--- config.mk ---
export PLATFORM = sky130hd
export DESIGN_NAME = pot_percent_moving_average_flat
export DESIGN_NICKNAME = d
export VERILOG_FILES = /design/src/rtl/core/ppma_pkg.sv /design/src/rtl/core/ppma_ifs.sv /design/src/rtl/core/pot_percent_moving_average.sv /design/src/flat_wrapper.sv
export VERILOG_INCLUDE_DIRS = /design/src /design/src/rtl/core
export SDC_FILE = /design/constraint.sdc
export NUM_CORES = 1
export LEC_CHECK = 0
export BUFFER_PORTS_ARGS = -buffer_cell sky130_fd_sc_hd__buf_4
export CAP_MARGIN = 15
export CORE_ASPECT_RATIO = 1.5
export CORE_MARGIN = 8
export CORE_UTILIZATION = 45
export DETAILED_ROUTE_END_ITERATION = 7
export SLEW_MARGIN = 20
export SYNTH_ARGS = -nofsm -noshare
export SYNTH_HDL_FRONTEND = slang
export SYNTH_SLANG_ARGS = --single-unit
--- constraint.sdc ---
create_clock -name clk -period 14.2 [get_ports clk]
set_input_delay 2.13 -clock clk [delete_from_list [all_inputs] [get_ports clk]]
set_output_delay 2.13 -clock clk [all_outputs]
set_load 0.05 [all_outputs]
--- src/rtl/core/assert_macros.svh ---
// ----------------------------------------------------------------------------
// assert_macros.svh
// Shared concurrent assertion macros for the potentiometer percent block.
// ----------------------------------------------------------------------------
`ifndef ASSERT_MACROS_SVH
`define ASSERT_MACROS_SVH

// Property that holds at every clock edge outside reset
`define ASSERT_ALWAYS(label, clk_s, rst_s, prop) \
  label: assert property (@(posedge clk_s) disable iff (rst_s) (prop)) \
    else $error("assertion failed");

// Same-cycle implication
`define ASSERT_IMPL(label, clk_s, rst_s, ante, cons) \
  label: assert property (@(posedge clk_s) disable iff (rst_s) (ante) |-> (cons)) \
    else $error("assertion failed");

// Next-cycle implication
`define ASSERT_NEXT(label, clk_s, rst_s, ante, cons) \
  label: assert property (@(posedge clk_s) disable iff (rst_s) (ante) |=> (cons)) \
    else $error("assertion failed");

`endif

--- src/rtl/core/ppma_pkg.sv ---
`timescale 1ns / 1ps
// ----------------------------------------------------------------------------
// ppma_pkg
// Constants and types shared by the potentiometer percent moving average.
// ----------------------------------------------------------------------------
package ppma_pkg;

  // Default geometry
  localparam int WINDOW_DEPTH_DEF = 16;
  localparam int SAMPLE_BITS_DEF  = 12;

  // Percent format: unsigned, 8 fraction bits, 100.0 percent = 25600
  localparam int PCT_BITS  = 15;
  localparam int PCT_FULL  = 25600;
  localparam int QUOT_BITS = 15;

  // Configuration register reset values
  localparam int RANGE_LOW_RESET  = 0;
  localparam int RANGE_HIGH_RESET = 4095;

  // Configuration register index
  localparam int CFG_INDEX_BITS = 2;

  typedef enum logic [CFG_INDEX_BITS-1:0] {
    REG_RANGE_LOW  = 2'd0,
    REG_RANGE_HIGH = 2'd1
  } cfg_reg_t;

  // Sequencer states
  typedef enum logic [2:0] {
    ST_IDLE,
    ST_DIV_RAW,
    ST_WINDOW,
    ST_DIV_AVG,
    ST_DONE
  } ppma_state_t;

endpackage

--- src/rtl/core/ppma_ifs.sv ---
`timescale 1ns / 1ps
// ----------------------------------------------------------------------------
// ppma_ifs
// Valid/ready channels: sample input, result output, register writes.
// ----------------------------------------------------------------------------

// Raw converter sample channel
interface ppma_sample_if #(
  parameter int SAMPLE_BITS = ppma_pkg::SAMPLE_BITS_DEF
);
  logic                   valid;
  logic                   ready;
  logic [SAMPLE_BITS-1:0] adc_sample;

  modport source (output valid, output adc_sample, input ready);
  modport sink   (input valid, input adc_sample, output ready);
endinterface

// Percent result channel
interface ppma_result_if;
  logic                          valid;
  logic                          ready;
  logic [ppma_pkg::PCT_BITS-1:0] raw_percent;
  logic [ppma_pkg::PCT_BITS-1:0] average_percent;

  modport source (output valid, output raw_percent, output average_percent, input ready);
  modport sink   (input valid, input raw_percent, input average_percent, output ready);
endinterface

// Register write channel
interface ppma_cfg_if #(
  parameter int DATA_BITS = ppma_pkg::SAMPLE_BITS_DEF
);
  logic                                valid;
  logic                                ready;
  logic [ppma_pkg::CFG_INDEX_BITS-1:0] index;
  logic [DATA_BITS-1:0]                data;

  modport source (output valid, output index, output data, input ready);
  modport sink   (input valid, input index, input data, output ready);
endinterface

--- src/rtl/core/pot_percent_moving_average.sv ---
`timescale 1ns / 1ps
// ----------------------------------------------------------------------------
// pot_percent_moving_average
// Maps a potentiometer count onto 0..100 percent and averages over a window.
// ----------------------------------------------------------------------------
// One item at a time: a sample is taken in IDLE, its percent is found by a
// restoring divider that produces one quotient bit per cycle, the window and
// running sum are updated in WINDOW, and the same divider then forms the
// average. No new sample is taken until the last one has left DONE, and the
// raw division is skipped when the percent is settled without division
// (equal range ends, or a sample at or beyond either end of the range). The
// result sits in an output register, so a sample can be taken while the
// previous result still waits; configuration writes are always ready and
// take effect on the next sample.
`include "assert_macros.svh"

module pot_percent_moving_average #(
  parameter int WINDOW_DEPTH = ppma_pkg::WINDOW_DEPTH_DEF,
  parameter int SAMPLE_BITS  = ppma_pkg::SAMPLE_BITS_DEF
) (
  input  logic           clk,
  input  logic           rst,
  ppma_cfg_if.sink       cfg,
  ppma_sample_if.sink    sample,
  ppma_result_if.source  result
);
  import ppma_pkg::*;

  localparam int CNT_BITS = $clog2(WINDOW_DEPTH + 1);
  localparam int SUM_BITS = PCT_BITS + CNT_BITS;
  localparam int DEN_BITS = (SAMPLE_BITS > CNT_BITS) ? SAMPLE_BITS : CNT_BITS;
  localparam int DVD_BITS = SAMPLE_BITS + QUOT_BITS;
  localparam int BIT_BITS = $clog2(QUOT_BITS);

  // 100.0 percent in the result format
  localparam logic [PCT_BITS-1:0] PCT_TOP = PCT_BITS'(PCT_FULL);

  // Configuration registers
  logic [SAMPLE_BITS-1:0] range_low;
  logic [SAMPLE_BITS-1:0] range_high;

  // Window state
  logic [PCT_BITS-1:0]    history [WINDOW_DEPTH];
  logic [SUM_BITS-1:0]    win_sum;
  logic [CNT_BITS-1:0]    samples_seen;

  // Sequencer
  ppma_state_t            state;
  ppma_state_t            state_next;

  // Serial divider
  logic [DEN_BITS-1:0]    rem;
  logic [DEN_BITS-1:0]    den;
  logic [QUOT_BITS-1:0]   quo;
  logic [BIT_BITS-1:0]    bit_cnt;

  logic [PCT_BITS-1:0]    raw_pct;

  // Output register
  logic                   out_valid;
  logic [PCT_BITS-1:0]    out_raw;
  logic [PCT_BITS-1:0]    out_avg;

  // Control decodes
  logic                   in_ready;
  logic                   div_run;
  logic                   div_last;
  logic                   out_free;

  // Front-end mapping terms
  logic                   num_neg;
  logic                   den_neg;
  logic [SAMPLE_BITS-1:0] num_mag;
  logic [SAMPLE_BITS-1:0] den_mag;
  logic                   raw_zero;
  logic                   raw_full;
  logic [SAMPLE_BITS+6:0] num_x100;
  logic [DVD_BITS-1:0]    raw_dvd;

  // Divider step terms
  logic [DEN_BITS:0]      trial;
  logic                   q_bit;
  logic [DEN_BITS-1:0]    rem_step;
  logic [QUOT_BITS-1:0]   quo_step;

  // Window update terms
  logic [SUM_BITS-1:0]    sum_next;
  logic [CNT_BITS-1:0]    cnt_next;

  // Channel wiring
  assign cfg.ready              = 1'b1;
  assign sample.ready           = in_ready;
  assign result.valid           = out_valid;
  assign result.raw_percent     = out_raw;
  assign result.average_percent = out_avg;

  // Signed offset and span as sign + magnitude
  always_comb begin
    num_neg  = sample.adc_sample < range_low;
    num_mag  = num_neg ? (range_low - sample.adc_sample) : (sample.adc_sample - range_low);
    den_neg  = range_high < range_low;
    den_mag  = den_neg ? (range_low - range_high) : (range_high - range_low);
    raw_zero = (range_low == range_high) || (num_mag == '0) || (num_neg != den_neg);
    raw_full = !raw_zero && (num_mag >= den_mag);
    // offset * 100, then * 256 for the fraction bits
    num_x100 = {1'b0, num_mag, 6'd0} + {2'd0, num_mag, 5'd0} + {5'd0, num_mag, 2'd0};
    raw_dvd  = {num_x100, 8'd0};
  end

  // One restoring division step
  always_comb begin
    trial    = {rem, quo[QUOT_BITS-1]};
    q_bit    = trial >= {1'b0, den};
    rem_step = q_bit ? DEN_BITS'(trial - {1'b0, den}) : DEN_BITS'(trial);
    quo_step = {quo[QUOT_BITS-2:0], q_bit};
  end

  // Running window sum and saturating count
  always_comb begin
    sum_next = win_sum + SUM_BITS'(raw_pct) - SUM_BITS'(history[WINDOW_DEPTH-1]);
    cnt_next = (samples_seen == CNT_BITS'(WINDOW_DEPTH)) ? samples_seen
                                                         : samples_seen + 1'b1;
  end

  // Next state
  always_comb begin
    state_next = state;
    case (state)
      ST_IDLE: begin
        if (sample.valid) begin
          state_next = (raw_zero || raw_full) ? ST_WINDOW : ST_DIV_RAW;
        end
      end
      ST_DIV_RAW: begin
        if (div_last) begin
          state_next = ST_WINDOW;
        end
      end
      ST_WINDOW:  state_next = ST_DIV_AVG;
      ST_DIV_AVG: begin
        if (div_last) begin
          state_next = ST_DONE;
        end
      end
      ST_DONE: begin
        if (out_free) begin
          state_next = ST_IDLE;
        end
      end
      default:    state_next = ST_IDLE;
    endcase
  end

  // State decodes
  always_comb begin
    in_ready = 1'b0;
    div_run  = 1'b0;
    case (state)
      ST_IDLE:    in_ready = 1'b1;
      ST_DIV_RAW: div_run  = 1'b1;
      ST_DIV_AVG: div_run  = 1'b1;
      default:    ;
    endcase
    div_last = div_run && (bit_cnt == BIT_BITS'(QUOT_BITS - 1));
    out_free = !out_valid || result.ready;
  end

  // Control state and window
  always_ff @(posedge clk) begin
    if (rst) begin
      state        <= ST_IDLE;
      range_low    <= SAMPLE_BITS'(RANGE_LOW_RESET);
      range_high   <= SAMPLE_BITS'(RANGE_HIGH_RESET);
      win_sum      <= '0;
      samples_seen <= '0;
      out_valid    <= 1'b0;
      bit_cnt      <= '0;
      for (int i = 0; i < WINDOW_DEPTH; i++) begin
        history[i] <= '0;
      end
    end else begin
      state <= state_next;

      // Register writes, unknown index ignored
      if (cfg.valid) begin
        if (cfg.index == REG_RANGE_LOW) begin
          range_low <= cfg.data;
        end else if (cfg.index == REG_RANGE_HIGH) begin
          range_high <= cfg.data;
        end
      end

      // Bit counter for the serial divider
      if (div_run) begin
        bit_cnt <= div_last ? '0 : bit_cnt + 1'b1;
      end

      // Shift the window and update the sum
      if (state == ST_WINDOW) begin
        for (int i = WINDOW_DEPTH - 1; i > 0; i--) begin
          history[i] <= history[i-1];
        end
        history[0]   <= raw_pct;
        win_sum      <= sum_next;
        samples_seen <= cnt_next;
      end

      // Output register
      if (state == ST_DONE && out_free) begin
        out_valid <= 1'b1;
      end else if (result.ready) begin
        out_valid <= 1'b0;
      end
    end
  end

  // Divider datapath and result payload
  always_ff @(posedge clk) begin
    case (state)
      ST_IDLE: begin
        if (sample.valid) begin
          rem     <= DEN_BITS'(raw_dvd[DVD_BITS-1:QUOT_BITS]);
          quo     <= raw_dvd[QUOT_BITS-1:0];
          den     <= DEN_BITS'(den_mag);
          raw_pct <= raw_full ? PCT_TOP : '0;
        end
      end
      ST_DIV_RAW: begin
        rem <= rem_step;
        quo <= quo_step;
        if (div_last) begin
          raw_pct <= quo_step;
        end
      end
      ST_WINDOW: begin
        // Set up sum / count; the top bits already sit below the count
        rem <= DEN_BITS'(sum_next[SUM_BITS-1:QUOT_BITS]);
        quo <= sum_next[QUOT_BITS-1:0];
        den <= DEN_BITS'(cnt_next);
      end
      ST_DIV_AVG: begin
        rem <= rem_step;
        quo <= quo_step;
      end
      ST_DONE: begin
        if (out_free) begin
          out_raw <= raw_pct;
          out_avg <= quo;
        end
      end
      default: ;
    endcase
  end

  // Checks
  `ASSERT_IMPL(a_div_rem_below_den, clk, rst, div_run, rem < den)
  `ASSERT_ALWAYS(a_count_saturates, clk, rst, samples_seen <= CNT_BITS'(WINDOW_DEPTH))
  `ASSERT_NEXT(a_one_item_in_flight, clk, rst, sample.valid && sample.ready, !sample.ready)
  `ASSERT_IMPL(a_result_in_range, clk, rst, out_valid, (out_raw <= PCT_TOP) && (out_avg <= PCT_TOP))

endmodule
--- src/flat_wrapper.sv ---
// flat-port wrapper written by rule: the top's interface ports become plain ports
module pot_percent_moving_average_flat import ppma_pkg::*;
#(
  parameter int WINDOW_DEPTH = ppma_pkg::WINDOW_DEPTH_DEF,
  parameter int SAMPLE_BITS  = ppma_pkg::SAMPLE_BITS_DEF
)
  (clk, rst, cfg_valid, cfg_index, cfg_data, cfg_ready, sample_valid, sample_adc_sample, sample_ready, result_valid, result_raw_percent, result_average_percent, result_ready);
  ppma_cfg_if cfg_i ();
  ppma_sample_if #(.SAMPLE_BITS(SAMPLE_BITS)) sample_i ();
  ppma_result_if result_i ();
  input  logic clk;
  input  logic rst;
  input wire logic [$bits(cfg_i.valid)-1:0] cfg_valid;
  input wire logic [$bits(cfg_i.index)-1:0] cfg_index;
  input wire logic [$bits(cfg_i.data)-1:0] cfg_data;
  output wire logic [$bits(cfg_i.ready)-1:0] cfg_ready;
  input wire logic [$bits(sample_i.valid)-1:0] sample_valid;
  input wire logic [$bits(sample_i.adc_sample)-1:0] sample_adc_sample;
  output wire logic [$bits(sample_i.ready)-1:0] sample_ready;
  output wire logic [$bits(result_i.valid)-1:0] result_valid;
  output wire logic [$bits(result_i.raw_percent)-1:0] result_raw_percent;
  output wire logic [$bits(result_i.average_percent)-1:0] result_average_percent;
  input wire logic [$bits(result_i.ready)-1:0] result_ready;
  assign cfg_i.valid = cfg_valid;
  assign cfg_i.index = cfg_index;
  assign cfg_i.data = cfg_data;
  assign cfg_ready = cfg_i.ready;
  assign sample_i.valid = sample_valid;
  assign sample_i.adc_sample = sample_adc_sample;
  assign sample_ready = sample_i.ready;
  assign result_valid = result_i.valid;
  assign result_raw_percent = result_i.raw_percent;
  assign result_average_percent = result_i.average_percent;
  assign result_i.ready = result_ready;
  pot_percent_moving_average #(.WINDOW_DEPTH(WINDOW_DEPTH), .SAMPLE_BITS(SAMPLE_BITS)) u_core (.clk(clk), .rst(rst), .cfg(cfg_i), .sample(sample_i), .result(result_i));
endmodule
After elaboration in Yosys (flattened, before gate mapping). Memory sizes are Yosys's and may differ from the RTL's. Index checks and enable logic that the tools add are counted.

Reductions and logical operators: 24. Add/sub/neg operators: 11. Muxes and demuxes: 46. Bitwise operators: 17. Magnitude comparators: 4. Eq/ne operators: 13.

Operators with widths (count): 2-to-1 mux 15 bit (20); 2-to-1 mux 12 bit (5); subtractor 12 bit (5); one-hot mux 15 bit (3 select lines) (1); one-hot mux 12 bit (3 select lines) (1); one-hot mux 15 bit (2 select lines) (1); less-than comparator 12 bit (2); one-hot mux 12 bit (2 select lines) (1); adder 20 x 15 -> 20 bit (1); subtractor 20 x 15 -> 20 bit (1); adder 18 x 17 -> 19 bit (1); adder 19 x 14 -> 19 bit (1); bitwise OR 1 bit (16); one-hot mux 3 bit (5 select lines) (1); greater-or-equal comparator 13 x 12 -> 1 bit (1); equality test 12 bit (1); greater-or-equal comparator 12 bit (1); zero test 12 bit (1); 2-to-1 mux 3 bit (4); 2-to-1 mux 1 bit (9); AND reduction 2 bit (4); equality test 3 x 2 -> 1 bit, second input constant (2); inequality test 2 x 1 -> 1 bit, second input constant (3); AND reduction 3 bit (2); 22 further kinds (30).

RAM bits: 240. Bits of input ports: 31. Output and inout bits: 33. Memories: 1. Word-level logic and storage cells: 129. Bits in registers: 141.

Memories: u_core.history (words 16, width 15, read ports 16, clocked after memory_dff 0, wr ports 16, line pot_percent_moving_average.sv:43) `logic [PCT_BITS-1:0] history [WINDOW_DEPTH];`.

Longest topological paths before layout.
Word-level depth: 11. Depth in mapped cells: 25. Gate-level depth less buffers: 24.

Least setup slack after synthesis. OpenSTA, ideal clock, no wires.

Path type: input port to flip-flop. Start point: input rst. End point: memory u_core.history[0][0], enable pin. Setup time: 594 ps. Path slack: 6471 ps. Path buffers: 1. Cell stages on the path: 3. Required time: 13606 ps. Arrival: 7135 ps. Cell sequence: clkbuf_1 nor2_1 inv_1.

RTL lines: start: declaration (line flat_wrapper.sv:12) `input logic rst;`; end: declaration (line pot_percent_moving_average.sv:43).

Worst setup path after layout.
Start point: input sample_adc_sample[0]. End point: register u_core.rem[11], data pin.

Longest elaborated chain between the ends: 6. Elaborated cells on any way between the ends: 8. Classes of those cells: add/sub (4); order compare (1); mux (3).

Ends and longest elaborated chain: start: declaration (line flat_wrapper.sv:18) `input wire logic [$bits(sample_i.adc_sample)-1:0] sample_adc_sample;`; subtractor 12 bit / less-than comparator 12 bit (equally long branches) (line pot_percent_moving_average.sv:100, pot_percent_moving_average.sv:99); 2-to-1 mux 12 bit (*) (line pot_percent_moving_average.sv:100) `num_mag = num_neg ? (range_low - sample.adc_sample) : (sample.adc_sample - range_low);`; adder 18 x 17 -> 19 bit (line pot_percent_moving_average.sv:106) `num_x100 = {1'b0, num_mag, 6'd0} + {2'd0, num_mag, 5'd0} + {5'd0, num_mag, 2'd0};`; adder 19 x 14 -> 19 bit (*) (line pot_percent_moving_average.sv:106); 2-to-1 mux 12 bit (*) (line pot_percent_moving_average.sv:221) `if (sample.valid) begin`; one-hot mux 12 bit (3 select lines) (*) (line pot_percent_moving_average.sv:219) `case (state)`; end signal: assignment (line pot_percent_moving_average.sv:222) `rem <= DEN_BITS'(raw_dvd[DVD_BITS-1:QUOT_BITS]);`; end signal: assignment (line pot_percent_moving_average.sv:229) `rem <= rem_step;`; end signal: assignment (line pot_percent_moving_average.sv:237) `rem <= DEN_BITS'(sum_next[SUM_BITS-1:QUOT_BITS]);`; end: declaration (line pot_percent_moving_average.sv:52) `logic [DEN_BITS-1:0] rem;`.

Every way passes the cells marked *; elsewhere a longest branch is shown, timed or not. The select of a mux whose other input is x is not followed. A chain may end at the register's enable or synchronous reset.

==> reports/results.ini <==
[clock_tree]
cts_sinks=381
clock_latency_ns=0.54
ctsHoldBuffers=0
cts_tree=built
cts_buffers=39
clk_path_buf_depth=3
clock-root-buffer=clkbuf_16
cts.repair.resized=0
htreeDepth=2
clk_pin_slew_ns=0.06
postCtsSetupRepairBufs=0

[route]
route.detailed.drc=0
drt_wl_total_mm=43.5
vias_per_cell=5.45
drtIter0Drc=828
first_pass_iters=5
via_count=12800
routedWlPerCell_um=18.6
postRouteAntennaNets=0

[timing]
drv_slew=0
final-setup-viol-count=0
finalClockSkew_ns=0.0230
worst_slew_pin_slew_ns=1.11
finalCritPeriodShare_pct=49.6
tns_ns=0
hold_viol_final=0
finalWorstSetupSlack_ns=7.16
fmax_mhz=142
period_needed_ns=7.04
rsz0062_at_grt=false
relSlewSlack_pct=26.2

[min_path]
hold_class=reg2reg
hold_start=u_core.raw_pct[2]

[worst_setup_path]
path_max_fanout=19
crit_path_start=sample_adc_sample[0]
crit_path_start_kind=input port
crit_type=in2reg
end_kind=register
required_ns=14.45
r2r_start=u_core.range_low[1]
arrival_ns=7.29

[layout]
final_common_cell=edfxtp_1
nets=1917
drive_gt1_share_pct=8.98
stdcell_count=2340
stdcell_area_um2=21800
num_antenna_cells=0
final_cell_mix=edfxtp_1 (324), and3_1 (229), inv_1 (153)
syn_to_final_growth_pct=11.6
fill_cells=3768

[pwr]
power_frac_comb_pct=40.4
powerDensity_nw_per_um2=215
ir_drop_mv=0.119
p_leak_nw=9.68
totalPowerFinal_mw=4.69
clockPowerShare_pct=22.5
intPower_mw=2.95
pwr-share-seq_pct=37.1
switchingPower_mw=1.74
swShare_pct=37.1

[logic_synthesis]
yosys_warnings=0
synth_edf_count=324
syn_inst=1721
synth_cell_type_count=75
ys.flop_type=edfxtp_1
synthesis.nets=1896
async_flop_share_pct=0
syn_area_um2=19500
ys_ff_latch=381
postSynthAreaPerCell_um2=11.4
ys_seq_area_share_pct=55.6

[floorplanning]
initial_core_util_pct=45.5
io_pins=64
rows=93
dieArea_um2=50500
die_h_um=271
coreArea_um2=42900
die_x_um=186

[grt]
antenna_found_initial=0
grt_pass1_vias=12900
track_usage_pct=17.3
use_met1_pct=20.2
grtUsageMet2_pct=30.6
grt_pass1_wl_mm=69.3
globalRouteOverflowTotal=0
grt_start_max_net_pins=230
grt_use_met3_pct=2.26
busiest_layer=met2

[placement]
dp_cells=2271
preCtsSetupSlack_ns=6.57
portBuffers=62
place_hpwl_mm=29.8
place_area_um2=20500
place.gp.congestion=0.867

[outcome]
status=finished clean

[flow_run]
maxCapViolations=0

## worst max-delay path: stages
cell and delay [ns]:
buf_4 0.09, inv_1 0.04, ha_1 0.19, inv_1 0.08, fa_1 0.19, a21o_1 0.14, nand3_1 0.10, a21oi_1 0.25
a221o_1 0.73, mux2i_1 0.40, o21ai_0 0.15, xnor2_1 0.47, ha_1 0.36, fa_1 0.47, a21o_1 0.17, a21oi_1 0.25
nor2b_1 0.09, o21a_1 0.20, o41a_1 0.35, nand3_1 0.10, nand2_1 0.08, a21oi_1 0.18, o22ai_1 0.09
## logic make-up after synthesis
family / after synthesis / synth area share, %
compound gates: 309 / 10.3
xor+xnor: 59 / 2.64
fa+ha+maj: 144 / 10.3
buf+inv: 250 / 4.93
flops: 381 / 55.6
mux: 25 / 1.32
other cells: 1 / 0.0192
simple gates: 552 / 14.9
## final cells by class
cell class	instances	area, um2	area share [%]
Timing Repair Buffer	75	576	2.64
Clock buffer	48	1060	4.86
Sequential cell	381	10900	49.8
Tap cell	570	713	3.27
Clock inverter	21	256	1.18
Multi-Input combinational cell	1090	7750	35.5
Inverter	155	592	2.71
## per-layer routing
layer  wire length (um)  vias up
met1              17600     6247
met4               2040        0
met3               1250       87
met2              22600      208
li1                   -     6216
met5                  0        -
## registers in the layout (all words and copies together), names as in the netlist, 5 cells and up
name / count
u_core.result.average_percent: 15
u_core.quo: 15
u_core.raw_pct: 15
u_core.den: 12
u_core.win_sum: 20
u_core.rem: 12
u_core.history: 240
u_core.result.raw_percent: 15
u_core.samples_seen: 5
u_core.range_low: 12
u_core.range_high: 12
## per-stage QoR
stage          util (%)  hold slack (ns)
2_1_floorplan         -            0.426
3_3_place_gp       47.7            0.437
3_5_place_dp       47.7            0.436
4_1_cts            50.8            0.451
5_1_grt            50.8            0.470
6_report           50.8            0.456
## power groups by stage
stage | sequential [mW] | clock [mW] | combinational, mW
3_3_place_gp | 1.76 | 0 | 1.87
3_5_place_dp | 1.76 | 0 | 1.90
5_1_grt | 1.77 | 1.12 | 2.13
2_1_floorplan | 1.74 | 0 | 1.44
4_1_cts | 1.75 | 1.08 | 1.91
6_report | 1.74 | 1.05 | 1.89
## cells in the mapped netlist, types with 5 or more instances
master / count / area, um2
a31oi_1: 8 / 50.1
ha_1: 117 / 1460
xnor2_1: 36 / 315
nand3_1: 16 / 80.1
buf_2: 8 / 40.0
clkbuf_1: 81 / 304
o21bai_1: 7 / 52.6
o21a_1: 8 / 60.1
edfxtp_1: 324 / 9730
or3_1: 6 / 37.5
and2_1: 17 / 106
inv_1: 155 / 582
a211oi_1: 13 / 97.6
nand4_1: 10 / 62.6
mux2i_1: 22 / 220
nor2b_1: 17 / 106
o21ai_0: 39 / 195
nand2_1: 81 / 304
a21oi_1: 114 / 571
nand2b_1: 10 / 62.6
dfxtp_1: 57 / 1140
fa_1: 27 / 541
o22ai_1: 12 / 75.1
and3_1: 229 / 1430
o211ai_1: 5 / 37.5
a21o_1: 34 / 255
nor3_1: 29 / 145
xor2_1: 23 / 201
o21ai_1: 6 / 30.0
nor2_1: 120 / 450
nor4_1: 6 / 37.5
a211o_1: 14 / 123
## path summary, 6_finish.rpt
path / to / slack [ns] / depth (start not counted)
worst min-delay path: u_core.result.raw_percent[2] / 0.46 / 0
worst min register to register: u_core.result.raw_percent[2] / 0.46 / 0
worst max register to register: u_core.rem[11] / 8.38 / 20
worst max-delay path: u_core.rem[11] / 7.16 / 23
Note: power is estimated with default switching activity, not from simulation.
